### src/design/sgd_pkg.sv
// ----------------------------------------------------------------------------
// sgd_pkg
// Shared types, codes and helpers for the sequence gap detector.
// ----------------------------------------------------------------------------
package sgd_pkg;

	localparam int SEQ_W  = 32;
	localparam int CNT_W  = 32;
	localparam int MODE_W = 2;
	localparam int OUT_W  = 328;  // result item packed and padded to whole bytes
	localparam int ADDR_W = 3;

	// verdict codes
	localparam logic [2:0] V_FIRST    = 3'd0;
	localparam logic [2:0] V_IN_ORDER = 3'd1;
	localparam logic [2:0] V_DUP      = 3'd2;
	localparam logic [2:0] V_GAP      = 3'd3;
	localparam logic [2:0] V_REORDER  = 3'd4;

	// width mode codes
	localparam logic [MODE_W-1:0] MODE_8  = 2'd0;
	localparam logic [MODE_W-1:0] MODE_16 = 2'd1;
	localparam logic [MODE_W-1:0] MODE_32 = 2'd2;

	localparam logic [ADDR_W-3:0] REG_WIDTH_MODE = 1'b0;

	// first member lands in the highest bits
	typedef struct packed {
		logic [CNT_W-1:0] wrap_total;
		logic [CNT_W-1:0] worst_run_loss;
		logic [CNT_W-1:0] run_loss;
		logic [CNT_W-1:0] reorder_total;
		logic [CNT_W-1:0] duplicate_total;
		logic [CNT_W-1:0] gap_total;
		logic [CNT_W-1:0] lost_total;
		logic [CNT_W-1:0] received_total;
		logic             wrapped;
		logic [SEQ_W-1:0] lost_in_gap;
		logic [SEQ_W-1:0] expected_before;
		logic [2:0]       verdict;
	} sgd_result_t;

	typedef struct packed {
		logic              clear;
		logic [MODE_W-1:0] mode;
	} sgd_cfg_t;

	function automatic logic [SEQ_W-1:0] seq_mask(input logic [MODE_W-1:0] mode);
		logic [SEQ_W-1:0] m;
		case (mode)
			MODE_8:  m = 32'h0000_00FF;
			MODE_16: m = 32'h0000_FFFF;
			default: m = 32'hFFFF_FFFF;
		endcase
		return m;
	endfunction

	function automatic logic [CNT_W-1:0] sat_add(input logic [CNT_W-1:0] a,
		input logic [CNT_W-1:0] b);
		logic [CNT_W:0] s;
		s = {1'b0, a} + {1'b0, b};
		return s[CNT_W] ? {CNT_W{1'b1}} : s[CNT_W-1:0];
	endfunction

endpackage

### src/design/sgd_apb_regs.sv
// ----------------------------------------------------------------------------
// sgd_apb_regs
// APB register file: width mode register, clear pulse on write.
// ----------------------------------------------------------------------------
module sgd_apb_regs (
	input  logic                      clk,
	input  logic                      arst_n,
	input  logic                      psel,
	input  logic                      penable,
	input  logic                      pwrite,
	input  logic [sgd_pkg::ADDR_W-1:0] paddr,
	input  logic [31:0]               pwdata,
	output logic [31:0]               prdata,
	output logic                      pready,
	output sgd_pkg::sgd_cfg_t         cfg
);
	import sgd_pkg::*;

	logic [MODE_W-1:0] mode_q;
	logic              wr_hit;

	assign pready = 1'b1;
	assign wr_hit = psel && penable && pwrite &&
		(paddr[ADDR_W-1:2] == REG_WIDTH_MODE);

	always_ff @(posedge clk or negedge arst_n) begin
		if (!arst_n) begin
			mode_q <= MODE_16;
		end else if (wr_hit) begin
			mode_q <= pwdata[MODE_W-1:0];
		end
	end

	always_comb begin
		prdata = 32'd0;
		if (paddr[ADDR_W-1:2] == REG_WIDTH_MODE) begin
			prdata = {{(32-MODE_W){1'b0}}, mode_q};
		end
	end

	// clear pulse is combinational; tracking state drops at the write edge
	assign cfg.clear = wr_hit;
	assign cfg.mode  = mode_q;

endmodule

### src/design/sgd_track.sv
// ----------------------------------------------------------------------------
// sgd_track
// Tracking state, counters and combinational classification of one item.
// ----------------------------------------------------------------------------
module sgd_track (
	input  logic                       clk,
	input  logic                       arst_n,
	input  logic                       step,
	input  sgd_pkg::sgd_cfg_t          cfg,
	input  logic [sgd_pkg::SEQ_W-1:0]  seq_raw,
	output sgd_pkg::sgd_result_t       res
);
	import sgd_pkg::*;

	logic             started_q;
	logic [SEQ_W-1:0] expected_q;
	logic [SEQ_W-1:0] last_q;
	logic [CNT_W-1:0] recv_q, lost_q, gap_q, dup_q, reord_q, run_q, worst_q, wrap_q;

	logic [SEQ_W-1:0] mask, seq, seq_next, diff_fwd, diff_back, lost;
	logic             is_dup, is_in, is_gap, behind;
	logic [CNT_W-1:0] recv_n, lost_n, gap_n, dup_n, reord_n, run_n, worst_n, wrap_n;
	logic [2:0]       verdict;
	logic             upd_last, upd_exp;

	always_comb begin
		mask      = seq_mask(cfg.mode);
		seq       = seq_raw & mask;
		seq_next  = (seq + 32'd1) & mask;
		behind    = seq < expected_q;
		diff_back = expected_q - seq;
		diff_fwd  = (seq - expected_q) & mask;
		is_dup    = started_q && (seq == last_q);
		is_in     = started_q && !is_dup && (seq == expected_q);
		is_gap    = started_q && !is_dup && !is_in &&
			(!behind || (diff_back > (mask >> 1)));
		lost      = is_gap ? diff_fwd : '0;

		recv_n  = sat_add(recv_q, 32'd1);
		lost_n  = lost_q;
		gap_n   = gap_q;
		dup_n   = dup_q;
		reord_n = reord_q;
		run_n   = run_q;
		worst_n = worst_q;
		wrap_n  = wrap_q;
		upd_last = 1'b1;
		upd_exp  = 1'b1;

		if (!started_q) begin
			verdict = V_FIRST;
		end else if (is_dup) begin
			verdict  = V_DUP;
			dup_n    = sat_add(dup_q, 32'd1);
			upd_last = 1'b0;
			upd_exp  = 1'b0;
		end else if (is_in) begin
			verdict = V_IN_ORDER;
			run_n   = '0;
		end else if (is_gap) begin
			verdict = V_GAP;
			if (behind) begin
				wrap_n = sat_add(wrap_q, 32'd1);
			end
			gap_n  = sat_add(gap_q, 32'd1);
			lost_n = sat_add(lost_q, lost);
			run_n  = sat_add(run_q, lost);
			if (run_n > worst_q) begin
				worst_n = run_n;
			end
		end else begin
			verdict = V_REORDER;
			reord_n = sat_add(reord_q, 32'd1);
			upd_exp = 1'b0;
		end
	end

	always_ff @(posedge clk or negedge arst_n) begin
		if (!arst_n) begin
			started_q  <= 1'b0;
			expected_q <= '0;
			last_q     <= '0;
			recv_q     <= '0;
			lost_q     <= '0;
			gap_q      <= '0;
			dup_q      <= '0;
			reord_q    <= '0;
			run_q      <= '0;
			worst_q    <= '0;
			wrap_q     <= '0;
		end else if (cfg.clear) begin
			// counters survive a width change
			started_q  <= 1'b0;
			expected_q <= '0;
			last_q     <= '0;
		end else if (step) begin
			started_q <= 1'b1;
			if (upd_last) begin
				last_q <= seq;
			end
			if (upd_exp) begin
				expected_q <= seq_next;
			end
			recv_q  <= recv_n;
			lost_q  <= lost_n;
			gap_q   <= gap_n;
			dup_q   <= dup_n;
			reord_q <= reord_n;
			run_q   <= run_n;
			worst_q <= worst_n;
			wrap_q  <= wrap_n;
		end
	end

	always_comb begin
		res.verdict         = verdict;
		res.expected_before = expected_q;
		res.lost_in_gap     = lost;
		res.wrapped         = is_gap && behind;
		res.received_total  = recv_n;
		res.lost_total      = lost_n;
		res.gap_total       = gap_n;
		res.duplicate_total = dup_n;
		res.reorder_total   = reord_n;
		res.run_loss        = run_n;
		res.worst_run_loss  = worst_n;
		res.wrap_total      = wrap_n;
	end

	a_worst_covers_run: assert property (@(posedge clk) disable iff (!arst_n)
		worst_q >= run_q)
		else $error("worst run loss below current run loss");

	a_idle_tracking_clear: assert property (@(posedge clk) disable iff (!arst_n)
		!started_q |-> (expected_q == '0) && (last_q == '0))
		else $error("tracking state set before first item");

	a_step_starts: assert property (@(posedge clk) disable iff (!arst_n)
		step && !cfg.clear |=> started_q)
		else $error("tracking not started after an item");

	a_expected_in_range: assert property (@(posedge clk) disable iff (!arst_n)
		(expected_q & ~mask) == '0)
		else $error("expected number outside configured width");

endmodule

### src/design/sequence_gap_detector_top.sv
// ----------------------------------------------------------------------------
// sequence_gap_detector_top
// The input reg loads on s_axis accept; the result reg loads when it is free
// or being drained; classification is combinational, counters update on that edge.
// Throughput: one item per cycle unless m_axis_tready stalls the result reg.
// Reset: arst_n async low; clears tracking, counters, valids; width mode = 16 bit.
// A width mode write clears tracking state (first/expected/last) but keeps counters.
// ----------------------------------------------------------------------------
module sequence_gap_detector_top (
	input  logic                        clk,
	input  logic                        arst_n,
	// input stream: tdata[31:0] = seq_number
	input  logic                        s_axis_tvalid,
	output logic                        s_axis_tready,
	input  logic [31:0]                 s_axis_tdata,
	// result stream, from bit 0 up: verdict[2:0], expected_before[34:3],
	// lost_in_gap[66:35], wrapped[67], received_total[99:68],
	// lost_total[131:100], gap_total[163:132], duplicate_total[195:164],
	// reorder_total[227:196], run_loss[259:228], worst_run_loss[291:260],
	// wrap_total[323:292], zero pad[327:324]
	output logic                        m_axis_tvalid,
	input  logic                        m_axis_tready,
	output logic [sgd_pkg::OUT_W-1:0]   m_axis_tdata,
	// configuration
	input  logic                        psel,
	input  logic                        penable,
	input  logic                        pwrite,
	input  logic [sgd_pkg::ADDR_W-1:0]  paddr,
	input  logic [31:0]                 pwdata,
	output logic [31:0]                 prdata,
	output logic                        pready
);
	import sgd_pkg::*;

	sgd_cfg_t         cfg;
	sgd_result_t      res;

	// input stage
	logic             in_valid_s1;
	logic [SEQ_W-1:0] seq_s1;
	// result stage
	logic             out_valid_q;
	logic [OUT_W-1:0] out_data_q;

	logic             advance;

	// stage 1 moves into the result register when that register is free or
	// being drained this cycle; the state update rides on the same edge
	assign advance       = in_valid_s1 && (!out_valid_q || m_axis_tready);
	assign s_axis_tready = !in_valid_s1 || advance;

	sgd_apb_regs u_regs (
		.clk     (clk),
		.arst_n  (arst_n),
		.psel    (psel),
		.penable (penable),
		.pwrite  (pwrite),
		.paddr   (paddr),
		.pwdata  (pwdata),
		.prdata  (prdata),
		.pready  (pready),
		.cfg     (cfg)
	);

	sgd_track u_track (
		.clk     (clk),
		.arst_n  (arst_n),
		.step    (advance),
		.cfg     (cfg),
		.seq_raw (seq_s1),
		.res     (res)
	);

	always_ff @(posedge clk or negedge arst_n) begin
		if (!arst_n) begin
			in_valid_s1 <= 1'b0;
		end else if (s_axis_tready) begin
			in_valid_s1 <= s_axis_tvalid;
		end
	end

	always_ff @(posedge clk) begin
		if (s_axis_tvalid && s_axis_tready) begin
			seq_s1 <= s_axis_tdata;
		end
	end

	always_ff @(posedge clk or negedge arst_n) begin
		if (!arst_n) begin
			out_valid_q <= 1'b0;
		end else if (advance) begin
			out_valid_q <= 1'b1;
		end else if (m_axis_tready) begin
			out_valid_q <= 1'b0;
		end
	end

	always_ff @(posedge clk) begin
		if (advance) begin
			out_data_q <= {{(OUT_W - $bits(sgd_result_t)){1'b0}}, res};
		end
	end

	assign m_axis_tvalid = out_valid_q;
	assign m_axis_tdata  = out_data_q;

endmodule
### config.mk
export PLATFORM = sky130hd
export DESIGN_NAME = sequence_gap_detector_top
export DESIGN_NICKNAME = d
export VERILOG_FILES = /design/src/design/sgd_pkg.sv /design/src/design/sgd_apb_regs.sv /design/src/design/sgd_track.sv /design/src/design/sequence_gap_detector_top.sv
export SDC_FILE = /design/constraint.sdc
export NUM_CORES = 2
export LEC_CHECK = 0
export BUFFER_PORTS_ARGS = -buffer_cell sky130_fd_sc_hd__buf_2
export CAP_MARGIN = 40
export CORE_UTILIZATION = 45
export DETAILED_ROUTE_END_ITERATION = 10
export SLEW_MARGIN = 20
export SYNTH_ARGS = -nofsm -noshare
export SYNTH_HDL_FRONTEND = slang
export SYNTH_SLANG_ARGS = --single-unit
### constraint.sdc
create_clock -name clk -period 14.2 [get_ports clk]
set_input_delay 3.55 -clock clk [delete_from_list [all_inputs] [get_ports clk]]
set_output_delay 3.55 -clock clk [all_outputs]
set_load 0.01 [all_outputs]
# --- Yosys cells after proc, flatten, opt, wreduce, memory -nomap -nowiden ---
# Index checks and enable logic that the tools add are counted.
# Widths: inputs -> output; s select.
word_totals:
  register_bits: 681
  inputBits: 74
  out_inout_bits: 363
  wordCells: 127
classes:
  add_sub_neg: 10
  n_lt_le_gt_ge: 3
  n_eq_ne: 3
  muxes: 57
  bitwise: 6
  reduce_logical: 29
op_table:
  columns: ["op", "count"]
  rows:
  - ["$mux 32", 42]
  - ["$add 32x1->33 const B", 5]
  - ["$and 32x32->32", 3]
  - ["$add 32x32->33", 2]
  - ["$eq 32x32->1", 2]
  - ["$pmux 32 s2", 1]
  - ["$sub 32x32->32", 2]
  - ["$add 32x1->32 const B", 1]
  - ["$gt 32x31->1", 1]
  - ["$gt 32x32->1", 1]
  - ["$lt 32x32->1", 1]
  - ["$logic_and 1x1->1", 11]
  - ["$mux 1", 10]
  - ["$reduce_bool 2->1", 4]
  - ["$mux 2", 3]
  - ["$reduce_and 2->1", 3]
  - ["$logic_not 1->1", 5]
  - ["$logic_or 1x1->1", 3]
  - ["$mux 3", 1]
  - ["$not 1->1", 3]
  - ["$reduce_or 3->1", 1]
  - ["$eq 2x1->1 const B", 1]
  - ["$logic_not 2->1", 1]
  - ["$reduce_or 2->1", 1]

# --- Depth between registers and ports, before layout ---
depth:
  depth_word: 20
  mapped_depth: 56
  mapped_depth_nobuf: 47

# --- By module ---
# From an unflattened synthesis, not the netlist that was laid out.
unflattened:
  hier_cells: 4083
  area_unflattened_um2: 39532.9
modules_own_cells:
  columns: ["module", "n_inst", "cells_each", "area_per_inst_um2", "seq_area_each_um2"]
  rows:
  - ["sgd_track", 1, 3672, 28330.9, 8032.7]
  - ["sequence_gap_detector_top", 1, 369, 10827.9, 10740.3]
  - ["sgd_apb_regs", 1, 42, 374.1, 51.3]

# --- Worst setup path after synthesis ---
# No wires, ideal clock.
synth_path:
  kind: "input -> register"
  startpoint: "in m_axis_tready"
  endpoint: "reg u_track.expected_q[22]"
  setup_ps: 132
  t_arrival_ps: 15489
  required_time_ps: 14068
  setup_slack_ps: -1420
  cell_stages: 8
  n_path_buf: 2
  path_cell_list: "nand2b_1 and2_1 clkbuf_1 nand2_1 nor2_1 nor2_2 buf_4 o2bb2ai_1"
synth_between:
  elab_chain_len: 4
synth_rtl:
  columns: ["element", "line_no", "rtl"]
  rows:
  - ["from (decl)", "sequence_gap_detector_top.sv:22", "input logic m_axis_tready,"]
  - ["$logic_or 1x1->1", "sequence_gap_detector_top.sv:49", "assign advance = in_valid_s1 && (!out_valid_q || m_axis_tready);"]
  - ["$logic_and 1x1->1", "sequence_gap_detector_top.sv:49", null]
  - ["via advance", "sequence_gap_detector_top.sv:45", "logic advance;"]
  - ["$reduce_bool 2->1 (no source line)", null, null]
  - ["$reduce_and 2->1 (no source line)", null, null]
  - ["to (signal assigned)", "sgd_track.sv:102", "expected_q <= seq_next;"]
  - ["to (decl)", "sgd_track.sv:16", "logic [SEQ_W-1:0] expected_q;"]
# The timed path passes the listed nets, and every way through them passes these cells.
# A chain may end at the register's enable or synchronous reset.

==> impl_results.rst <==
.. list-table::
   :header-rows: 1

   * - Metric
     - Value
   * - DRC
     - 0
   * - Number of placement rows
     - 106
   * - Commonest cells after routing, fill and taps aside
     - sky130_fd_sc_hd__a21oi_1 (390), sky130_fd_sc_hd__buf_2 (369), sky130_fd_sc_hd__nand2_1 (364), sky130_fd_sc_hd__edfxtp_1 (356), sky130_fd_sc_hd__dfrtp_1 (324)
   * - Global-route wire length before repair
     - 163 mm
   * - Floorplan Core Area
     - 0.0838 mm^2
   * - Cell with the most instances on the worst path
     - sky130_fd_sc_hd__o21ai_0
   * - Vias per Instance
     - 5.66
   * - Register area share after synthesis
     - 49.3%
   * - Area share of the leading cell type in the synthesized netlist
     - 28.0%
   * - Data required time of the critical path
     - 14.58 ns
   * - Number of flip-flops and latches in the synthesized netlist
     - 681
   * - Clock tree buffer depth
     - 3
   * - Top routing layer in use
     - met4
   * - RSZ-0062 raised after global routing
     - false
   * - Critical path buffer and inverter count
     - 4
   * - Post-synthesis cell count
     - 3,826
   * - Synthesis-to-layout area growth
     - 14.7%
   * - Worst-Margin Slew
     - 0.874 ns
   * - Area contributors post-synth
     - sky130_fd_sc_hd__edfxtp_1 (28%), sky130_fd_sc_hd__dfrtp_1 (21%), sky130_fd_sc_hd__ha_1 (6.2%), sky130_fd_sc_hd__a21oi_1 (5.1%), sky130_fd_sc_hd__nand2_1 (3.6%)
   * - CTS buffer count
     - 78
   * - Most common cell after layout, fill and taps aside
     - sky130_fd_sc_hd__a21oi_1
   * - I/O pin count
     - 437
   * - CTS root buf
     - sky130_fd_sc_hd__clkbuf_16
   * - Clock network fraction of design power
     - 15.2%
   * - Crit-path slowest cell
     - sky130_fd_sc_hd__dfstp_2
   * - Final critical delay including setup and external delays
     - 12.14 ns
   * - Die ar.
     - 0.0861 mm^2
   * - Largest delay share family, worst path
     - compound AO/OA/AOI/OAI gates
   * - Latest clock arrival within the worst-skew pair
     - 0.65 ns
   * - Total negative slack for setup checks
     - 0 ns
   * - Routed WL per cell
     - 19.7 um
   * - Number of nets with antenna violations after routing
     - 0
   * - Cell total after placement
     - 5,214
   * - Count of port buffers added during placement
     - 369
   * - Type of origin of the critical path
     - flop
   * - Leakage power of the design
     - 19.1 nW
   * - Vias
     - 30,300
   * - Final period util
     - 85.5%
   * - Post-synth EDFFs
     - 356
   * - Placed wire-length estimate
     - 76.1 mm
   * - Setup-failing EPs final
     - 0
   * - Resize count post-CTS
     - 0
   * - Min-delay worst type
     - flop to flop
   * - Cell internal pwr
     - 7.08 mW
   * - Largest area contributor in the synthesized netlist
     - sky130_fd_sc_hd__edfxtp_1
   * - GRT Util Overall
     - 24.0%
   * - Met2 Routed Length
     - 48.0 mm
   * - Net load switching power
     - 5.93 mW
   * - Power Density
     - 297 mW/mm^2
   * - Wire length on met3
     - 6.40 mm
   * - Number of failing hold endpoints at the final stage
     - 0
   * - Largest net degree at the start of global routing
     - 160
   * - Initial antenna violation count
     - 0
   * - Number of slew-limit violations in the final report
     - 0
   * - Chip Width
     - 293 um
   * - Share of power burned in registers
     - 25.1%
   * - Iteration count of the initial detailed-routing pass
     - 6
   * - Critical path class
     - flop to flop
   * - Die Y-Extent
     - 293 um
   * - Count of hold buffers inserted by post-cts repair
     - 0
   * - Proportion of layout cells with a drive suffix above 1
     - 16.0%
   * - Post-Synthesis Cell Area
     - 0.0382 mm^2
   * - Routability Congestion
     - 0.895
   * - Mean cell area of the mapped netlist
     - 9.99 um^2
   * - Headroom to the max-slew limit
     - 41.7%
   * - Arrival time reported for the critical path endpoint
     - 12.52 ns
   * - Crit path max fanout
     - 32
   * - Final nets
     - 4,427
   * - Worst setup skew after layout
     - 0.0308 ns
   * - Number of levels in the clock H-tree
     - 3
   * - Share of total power in combinational logic
     - 59.6%
   * - Post-CTS Repair Setup Buffers
     - 0
   * - Switching share of power
     - 45.5%
   * - Via count of the first global-routing pass
     - 28,300
   * - TritonCTS clock tree
     - built
   * - Outcome
     - completed
   * - Max-capacitance violation count
     - 0
   * - Clock-pin transition on the worst setup and hold timing paths
     - 0.06 ns
   * - Fin cells
     - 5,358
   * - Max Fclk
     - 82.4 MHz
   * - Synth warnings
     - 0
   * - Highest ir drop seen on vdd
     - 0.227 mV
   * - Total routed wirelength
     - 105 mm
   * - Effective utilization at floorplan
     - 45.6%
   * - Initial drt markers
     - 2,117
   * - Commonest register cell after synthesis
     - sky130_fd_sc_hd__edfxtp_1
   * - Sinks on the clock net
     - 681
   * - Met1 layer wirelength in the final routing
     - 49.1 mm
   * - Number of diodes
     - 0
   * - Share of synthesized flip-flops with an asynchronous set or reset
     - 47.7%
   * - Yosys cell types
     - 88
   * - CP Capture Type
     - flop
   * - Slowest Stage Delay on Critical Path
     - 0.63 ns
   * - Sum of overflow across all layers after global routing
     - 0
## stage by stage
stage	total power, mW	area [um^2]	utilization [%]	setup slack, ns	hold slack, ns
5_1_grt	14.0	43800	52.3	1.27	0.518
3_5_place_dp	11.0	41300	49.3	1.98	0.472
3_3_place_gp	10.9	41100	49.0	2.03	0.466
4_1_cts	13.1	43800	52.3	1.95	0.484
2_1_floorplan	8.74	38300	-	3.95	0.447
6_report	13.0	43800	52.3	2.06	0.492
## sequential cells by signal, indices dropped and copies added, names as in the netlist, 32 cells and up
signal and cells:
m_axis_tdata 324, seq_s1 32, u_track.dup_q 32, u_track.expected_q 32, u_track.gap_q 32, u_track.last_q 32
u_track.lost_q 32, u_track.recv_q 32, u_track.reord_q 32, u_track.run_q 32, u_track.worst_q 32, u_track.wrap_q 32
## power groups by stage
| stage | combinational, mW | sequential [mW] | clock, mW |
|---|---|---|---|
| after global placement | 7.59 | 3.30 | 0 |
| after floorplan | 5.41 | 3.32 | 0 |
| final | 7.75 | 3.27 | 1.98 |
| after global routing | 8.60 | 3.33 | 2.12 |
| after detailed placement | 7.72 | 3.30 | 0 |
| after CTS | 7.76 | 3.27 | 2.03 |
## synth_stat cells (6+ instances only)
cell,instances
sky130_fd_sc_hd__a211oi_1,28
sky130_fd_sc_hd__nand3_1,99
sky130_fd_sc_hd__buf_2,40
sky130_fd_sc_hd__a21o_1,75
sky130_fd_sc_hd__or2_2,12
sky130_fd_sc_hd__o41ai_1,6
sky130_fd_sc_hd__edfxtp_1,356
sky130_fd_sc_hd__mux2_1,8
sky130_fd_sc_hd__o2bb2ai_1,21
sky130_fd_sc_hd__clkbuf_1,101
sky130_fd_sc_hd__o21bai_1,20
sky130_fd_sc_hd__o22a_1,8
sky130_fd_sc_hd__nor3_1,74
sky130_fd_sc_hd__and3_1,70
sky130_fd_sc_hd__o21ai_0,183
sky130_fd_sc_hd__and4_1,21
sky130_fd_sc_hd__inv_1,173
sky130_fd_sc_hd__mux2i_1,8
sky130_fd_sc_hd__a22o_1,72
sky130_fd_sc_hd__nor4_1,13
sky130_fd_sc_hd__and2_1,28
sky130_fd_sc_hd__buf_4,39
sky130_fd_sc_hd__o22ai_1,11
sky130_fd_sc_hd__o211ai_1,13
sky130_fd_sc_hd__nor2b_1,35
sky130_fd_sc_hd__nor2_1,302
sky130_fd_sc_hd__a31oi_1,156
sky130_fd_sc_hd__nand2_1,364
sky130_fd_sc_hd__xor2_1,71
sky130_fd_sc_hd__o31ai_1,37
sky130_fd_sc_hd__xnor2_1,117
sky130_fd_sc_hd__mux2_2,91
sky130_fd_sc_hd__a21oi_1,392
sky130_fd_sc_hd__a211o_1,13
sky130_fd_sc_hd__o21a_1,20
sky130_fd_sc_hd__nand2b_1,32
sky130_fd_sc_hd__ha_1,189
sky130_fd_sc_hd__buf_1,28
sky130_fd_sc_hd__or3_1,11
sky130_fd_sc_hd__nand4_1,64
sky130_fd_sc_hd__dfrtp_1,324
## cells by family after synthesis
kind of cell | count (synthesis) | share of synthesized area [%]
flops | 681 | 49.3
other cells | 2 | 0.0197
compound gates | 1117 | 18.3
mux | 107 | 3.13
xor+xnor | 188 | 4.31
buf+inv | 382 | 4.27
fa+ha+maj | 193 | 6.40
simple gates | 1156 | 14.3
## worst min-delay path: cells and delay by family, from the launching register on
kind	cells	cell delay, ns
flip-flops	1	0.35
AND/OR/NAND/NOR	1	0.05
AO/OA/AOI/OAI	1	0.06
## worst paths after layout
check / from / endpoint / slack [ns] / cells after the start
worst max-delay path: u_regs.mode_q[0] / m_axis_tdata[264] / 2.06 / 49
worst min-delay path: u_track.last_q[21] / u_track.last_q[21] / 0.49 / 2
worst max register to register: u_regs.mode_q[0] / m_axis_tdata[264] / 2.06 / 49
worst min register to register: u_track.last_q[21] / u_track.last_q[21] / 0.49 / 2
max in group asynchronous: arst_n / u_track.worst_q[16] / 9.43 / 4
min in group asynchronous: arst_n / u_track.recv_q[25] / 2.90 / 1
## metal layers
metal | track usage (%) | up-vias
met5 | 0 | -
met4 | 6.15 | 0
met3 | 4.08 | 108
met2 | 37.8 | 838
met1 | 34.3 | 14700
li1 | - | 14700
## final cells by class
class	count	area [um^2]
Tap cell	1134	1420
Fill cell	7728	40000
Timing Repair Buffer	429	2460
Clock inverter	42	425
Sequential cell	681	18800
Multi-Input combinational cell	2796	17900
Clock buffer	102	2100
Inverter	174	653
(Power assumes the default switching activity.)
